### config.mk
export PLATFORM = sky130hd
export DESIGN_NAME = fmpf_cell
export DESIGN_NICKNAME = d
export VERILOG_FILES = /design/src/hdl/first_match_packet_filter_core_macros.svh /design/src/hdl/fmpf_pkg.sv /design/src/hdl/fmpf_cell.sv
export SDC_FILE = /design/constraint.sdc
export NUM_CORES = 1
export LEC_CHECK = 0
export ABC_AREA = 1
export BUFFER_PORTS_ARGS = -buffer_cell sky130_fd_sc_hd__buf_2
export CAP_MARGIN = 20
export CORE_MARGIN = 2
export CORE_UTILIZATION = 46
export DETAILED_ROUTE_END_ITERATION = 12
export PLACE_DENSITY = 0.68
export SYNTH_ARGS = -nofsm -noshare
export SYNTH_HDL_FRONTEND = slang
export SYNTH_SLANG_ARGS = --single-unit
### constraint.sdc
create_clock -name clk -period 5.52 [get_ports clk]
set_input_delay 0.552 -clock clk [delete_from_list [all_inputs] [get_ports clk]]
set_output_delay 0.552 -clock clk [all_outputs]
set_load 0.01 [all_outputs]
### src/hdl/first_match_packet_filter_core_macros.svh
// Assertion helpers used by the filter core RTL.
`ifndef FIRST_MATCH_PACKET_FILTER_CORE_MACROS_SVH
`define FIRST_MATCH_PACKET_FILTER_CORE_MACROS_SVH

// Same-cycle implication, checked on clk and masked during reset.
`define FMPF_ASSERT_IMP(lbl, ante, cons) \
  lbl: assert property (@(posedge clk) disable iff (!rst_n) (ante) |-> (cons)) \
    else $error("filter check failed");

// Next-cycle implication, checked on clk and masked during reset.
`define FMPF_ASSERT_NXT(lbl, ante, cons) \
  lbl: assert property (@(posedge clk) disable iff (!rst_n) (ante) |=> (cons)) \
    else $error("filter check failed");

`endif

### src/hdl/fmpf_pkg.sv
package fmpf_pkg;

  localparam int RULES = 32;
  localparam int CNT_W = $clog2(RULES + 1);

  localparam logic [1:0] OP_ADD      = 2'd0;
  localparam logic [1:0] OP_CLASSIFY = 2'd1;
  localparam logic [1:0] OP_READ     = 2'd2;

  localparam logic [1:0] ST_OK    = 2'd0;
  localparam logic [1:0] ST_FULL  = 2'd1;
  localparam logic [1:0] ST_RANGE = 2'd2;

  localparam logic [1:0] V_ACCEPT = 2'd0;
  localparam logic [1:0] V_DROP   = 2'd1;
  localparam logic [1:0] V_REJECT = 2'd2;

  typedef struct packed {
    logic [1:0]  op;
    logic [7:0]  proto;
    logic [31:0] src_ip;
    logic [31:0] dst_ip;
    logic [15:0] l4_port;
    logic [1:0]  rule_verdict;
    logic [4:0]  rule_index;
  } in_req_t;

  typedef struct packed {
    logic [1:0]  status;
    logic [1:0]  verdict;
    logic [5:0]  matched_rule;
    logic [63:0] hit_cnt;
    logic [63:0] packets_in;
    logic [63:0] packets_dropped;
    logic [5:0]  rule_count;
  } out_res_t;

  // Request token that walks the rule chain one cell per cycle.
  typedef struct packed {
    logic             vld;
    logic [1:0]       op;
    logic [7:0]       proto;
    logic [31:0]      src;
    logic [31:0]      dst;
    logic [15:0]      port;
    logic [1:0]       act;
    logic [4:0]       idx;
    logic [CNT_W-1:0] pos;
    logic [CNT_W-1:0] count;
    logic             found;
    logic [1:0]       verdict;
    logic [CNT_W-1:0] match;
    logic [63:0]      hits;
  } tok_t;

  function automatic logic [5:0] to_w6(input logic [CNT_W-1:0] v);
    logic [CNT_W+5:0] w;
    w = (CNT_W + 6)'(v);
    return w[5:0];
  endfunction

endpackage

### src/hdl/fmpf_cell.sv
module fmpf_cell
  import fmpf_pkg::*;
(
  input  logic clk,
  input  logic rst_n,
  input  tok_t tok_i,
  output tok_t tok_o
);

  tok_t        tok_r, tok_nxt;
  logic [7:0]  proto_r;
  logic [31:0] src_r;
  logic [31:0] dst_r;
  logic [15:0] port_r;
  logic [1:0]  act_r;
  logic [63:0] hits_r;
  logic [63:0] hits_inc;
  logic        in_use, fields_hit, hit, add_here, read_here;

  always_comb begin
    in_use     = tok_i.pos < tok_i.count;
    fields_hit = (proto_r == 8'd0  || proto_r == tok_i.proto) &&
                 (src_r   == 32'd0 || src_r   == tok_i.src)   &&
                 (dst_r   == 32'd0 || dst_r   == tok_i.dst)   &&
                 (port_r  == 16'd0 || port_r  == tok_i.port);
    hit        = tok_i.vld && (tok_i.op == OP_CLASSIFY) && !tok_i.found && in_use &&
                 fields_hit;
    add_here   = tok_i.vld && (tok_i.op == OP_ADD) && (tok_i.pos == tok_i.count);
    read_here  = tok_i.vld && (tok_i.op == OP_READ) &&
                 (16'(tok_i.idx) == 16'(tok_i.pos));
    hits_inc   = hits_r + 64'd1;

    tok_nxt     = tok_i;
    tok_nxt.pos = CNT_W'(tok_i.pos + 1'b1);
    if (hit) begin
      tok_nxt.found   = 1'b1;
      tok_nxt.verdict = act_r;
      tok_nxt.match   = CNT_W'(tok_i.pos + 1'b1);
      tok_nxt.hits    = hits_inc;
    end
    if (read_here) begin
      tok_nxt.hits = hits_r;
    end
  end

  always_ff @(posedge clk) begin
    if (!rst_n) begin
      tok_r.vld <= 1'b0;
    end else begin
      tok_r <= tok_nxt;
    end
  end

  // Rule storage: written on append, counter bumped on first match.
  always_ff @(posedge clk) begin
    if (add_here) begin
      proto_r <= tok_i.proto;
      src_r   <= tok_i.src;
      dst_r   <= tok_i.dst;
      port_r  <= tok_i.port;
      act_r   <= tok_i.act;
      hits_r  <= 64'd0;
    end else if (hit) begin
      hits_r <= hits_inc;
    end
  end

  assign tok_o = tok_r;

endmodule
==> After elaboration in Yosys (flattened, before gate mapping) <==
Index checks and enable logic that the tools add are counted.
{ "totals": {"reg_bits": 337, "out_inout_bits": 183, "wordCells": 54, "inputBits": 185} }
{ "op_classes": {"reduce_logical": 21, "n_addsub": 2, "n_mux": 2, "n_eq_ne": 8, "order_cmp": 1} }
{ "ops": {"columns": ["operator", "n"], "rows": [
  ["$mux 72", 1],
  ["$add 64x1->64 const B", 1],
  ["$eq 32x32->1", 2],
  ["$logic_not 32->1", 2],
  ["$mux 64", 1],
  ["$eq 16x16->1", 1],
  ["$logic_not 16->1", 1],
  ["$logic_and 1x1->1", 11],
  ["$eq 8x8->1", 1],
  ["$logic_not 8->1", 1],
  ["$add 6x1->6 const B", 1],
  ["$eq 5x6->1", 1],
  ["$eq 6x6->1", 1],
  ["$lt 6x6->1", 1],
  ["$logic_or 1x1->1", 4],
  ["$eq 2x1->1 const B", 1],
  ["$eq 2x2->1 const B", 1],
  ["$logic_not 2->1", 1],
  ["$logic_not 1->1", 1]
]} }

==> Longest topological paths before layout <==
{ "depth": {"depth_word": 8, "mapped_depth": 16} }

==> Least setup slack after synthesis <==
No wires, ideal clock.
{ "synth_timing": {"kind": "input to register", "startpoint": "in tok_i[78] (netlist bit)", "endpoint": "reg act_r[0] (enable)", "setup_ps": 489, "required_ps": 5031, "arrival_ps": 3801, "slack_ps": 1229, "path_stages": 5, "cell_sequence": "inv_1 > ha_1 > nand2_1 > nor3_1 > clkbuf_1"} }
{ "synth_via": {"elab_chain_len": 2} }
{ "synth_rtl": {"columns": ["element", "line_no", "source"], "rows": [
  ["start, declared", "fmpf_cell.sv:6", "input tok_t tok_i,"],
  ["$eq 6x6->1", "fmpf_cell.sv:28", "add_here = tok_i.vld && (tok_i.op == OP_ADD) && (tok_i.pos == tok_i.count);"],
  ["$logic_and 1x1->1", "fmpf_cell.sv:28", null],
  ["net add_here", "fmpf_cell.sv:18", "logic in_use, fields_hit, hit, add_here, read_here;"],
  ["end signal, assigned", "fmpf_cell.sv:61", "act_r <= tok_i.act;"],
  ["end, declared", "fmpf_cell.sv:15", "logic [1:0] act_r;"]
]} }
The timed path passes the listed nets, and every way through them passes these cells.
A chain may end at the register's enable or synchronous reset.

==> out/metrics.cfg <==
[clock_network]
numCtsBuffers=38
cts.clk_slew.worst_paths_ns=0.06
hold_buffers=0
cts_buffer_depth=3
ctsResizeCount=0
cts_num_sinks=337
postCtsSetupBuffers=0
cts_tree=built
cts-root-buf=clkbuf_16
h-tree-depth=2
insertion_delay_ns=0.53

[logic_synthesis]
syn_area_sq_um=16200
synth_nets=1977
syn_inst=1784
syn_area_per_cell_sq_um=9.06
ys_warn_count=0
ys_ff_latch=337
yosysSeqAreaShare_pct=58.6
ys_types=34

[critical_path]
crit_path_frequent_cell=nand2_1
cp-start-kind=flip-flop
reg2reg_depth=11
path_cells=nor4_1, nand2_1, nor2_1, nand2_1, nand2_2, nand3_4, buf_12, nand2_1, nand2_1, nand2_1, nand2_1
cpPeakStageDelay_ns=0.55
critPathSlowestCell=nand3_4
crit_fanout=81
cp.arrival_ns=3.07
path_class=flip-flop to flip-flop
cp_top_family=simple AND/OR/NAND/NOR gates
path_depth=11
cp.required_ns=5.78
cp.buffers_inverters=1
endpoint_kind=flip-flop

[final_layout]
layout.nets=2336
final_cell_mix=nand2_1, buf_2, edfxtp_1
final_common_cell=nand2_1
drive_gt1_share_pct=21.5
layout.cell_area.non_filler_sq_um=19500
n_fill_cell=3106
syn_to_final_growth_pct=20.9
finalCoreUtilization_pct=56.6

[sta]
fin_crit_sh_pct=50.9
setup_viol=0
slew_violations=0
setup-tns-final_ns=0
fin_crit_ns=2.81
slew_headroom_pct=42.0
skew_ns=0.0226
tightest_slew_ns=0.870
fmax_mhz=356
hold_violations=0
rsz0062_at_grt=false

[place]
dpl-instance-area_sq_um=18400
dp_hpwl_mm=31.9
routabilityCongestion=0.937
port_buffers=367

[route]
routed_wirelength_mm=44.2
ant_nets=0
avgViaCountPerCell=5.02
drtPass1Iterations=6
num_vias=13200
drc=0
drt_iter0_markers=970
post_drt_wl_per_cell_microns=16.8

[floorplan]
die_area_sq_um=36700
die_h_microns=191
core_sq_um=34500
num_rows=68
die_w_microns=191
start_util_pct=46.8
pin_count=368

[pwr]
leakage_nw=8.36
power_density_nw_per_um2=288
peakVddDrop_uv=214
finalPower_mw=5.62

[global_route]
antenna_found_initial=8
grt_pass1_vias=12600
globalRouteOverflowTotal=0
grt_pass1_wl_mm=67.3
grt_max_degree=155
grt_use_total_pct=23.4

[run_status]
status=complete, no violations

[min_path]
hp-class=input pin to flip-flop
hold-path-cell-count=1

[run]
cap_violations=0

[registers in the layout, indices dropped and copies added, names as in the netlist]
signal / count
src_r: 32
proto_r: 8
dst_r: 32
tok_o: 183
port_r: 16
hits_r: 64
act_r: 2
[worst register-to-register path, cell delays in order (launching register included)]
cell      delay (ns)
edfxtp_1        0.41
nor4_1          0.36
nand2_1         0.11
nor2_1          0.10
nand2_1         0.07
nand2_2         0.15
nand3_4         0.55
buf_12          0.47
nand2_1         0.13
nand2_1         0.06
nand2_1         0.06
nand2_1         0.07
[area by class of cell]
cell class | instances | area (sq um) | share of cell area [%]
antenna | 8 | 20.0 | 0.102
inverter | 119 | 447 | 2.29
clock inverter | 13 | 109 | 0.557
clock buffer | 51 | 1030 | 5.28
timing repair buffer | 375 | 1950 | 10.0
tap | 455 | 569 | 2.91
sequential | 337 | 9470 | 48.5
multi-input combinational | 1272 | 5940 | 30.4
[final timing paths]
check / start / end / slack [ns]
worst max-delay path: src_r[28] / tok_o[56] / 2.71
worst min-delay path: tok_i[76] / tok_o[76] / 0.23
worst min register to register: hits_r[63] / hits_r[63] / 0.49
worst max register to register: src_r[28] / tok_o[56] / 2.71
[routing by layer]
layer | GRT usage [%] | vias up | wire length [microns]
met2 | 39.0 | 405 | 21300
li1 | - | 6555 | -
met4 | 8.52 | 0 | 1250
met5 | 0 | - | 0
met3 | 2.92 | 71 | 2230
met1 | 31.4 | 6168 | 19400
[through the flow]
step,hold slack (ns),setup WS [ns],instances
after detailed placement,0.484,2.21,2558
after floorplan,0.464,1.23,1784
after global routing,0.213,2.40,2630
after CTS,0.210,2.66,2622
final,0.228,2.71,2630
after global placement,0.476,2.31,2557
[cell usage after synthesis (all sizes together)]
cell	number	area (sq um)
nand3b	7	52.6
nor2	188	781
nor4	11	68.8
xnor2	78	683
dfxtp	65	1300
and2	8	52.6
clkbuf	22	82.6
buf	34	240
nand2	758	2890
o21a	1	7.51
edfxtp	272	8170
ha	8	100
xor2	22	193
nand4	70	438
o21ai	18	90.1
o21bai	1	7.51
inv	119	447
nor3b	1	7.51
nand3	26	143
a21oi	66	330
nor3	9	83.8
[kinds of logic after synthesis]
group	after synthesis	synth area share (%)
flip-flops	337	58.6
buffers and inverters	175	4.76
XOR/XNOR	100	5.42
AO/OA/AOI/OAI	86	2.69
AND/OR/NAND/NOR	1078	27.9
adder cells (fa/ha/maj)	8	0.619
[power by group]
group | internal, mW | leakage (nW) | switching, mW
combinational | 0.159 | 4.70 | 0.235
clock | 1.36 | 0.551 | 0.989
sequential | 2.85 | 3.11 | 0.0227
total | 4.37 | 8.36 | 1.25
No activity file was read; power rests on OpenSTA's default activity.
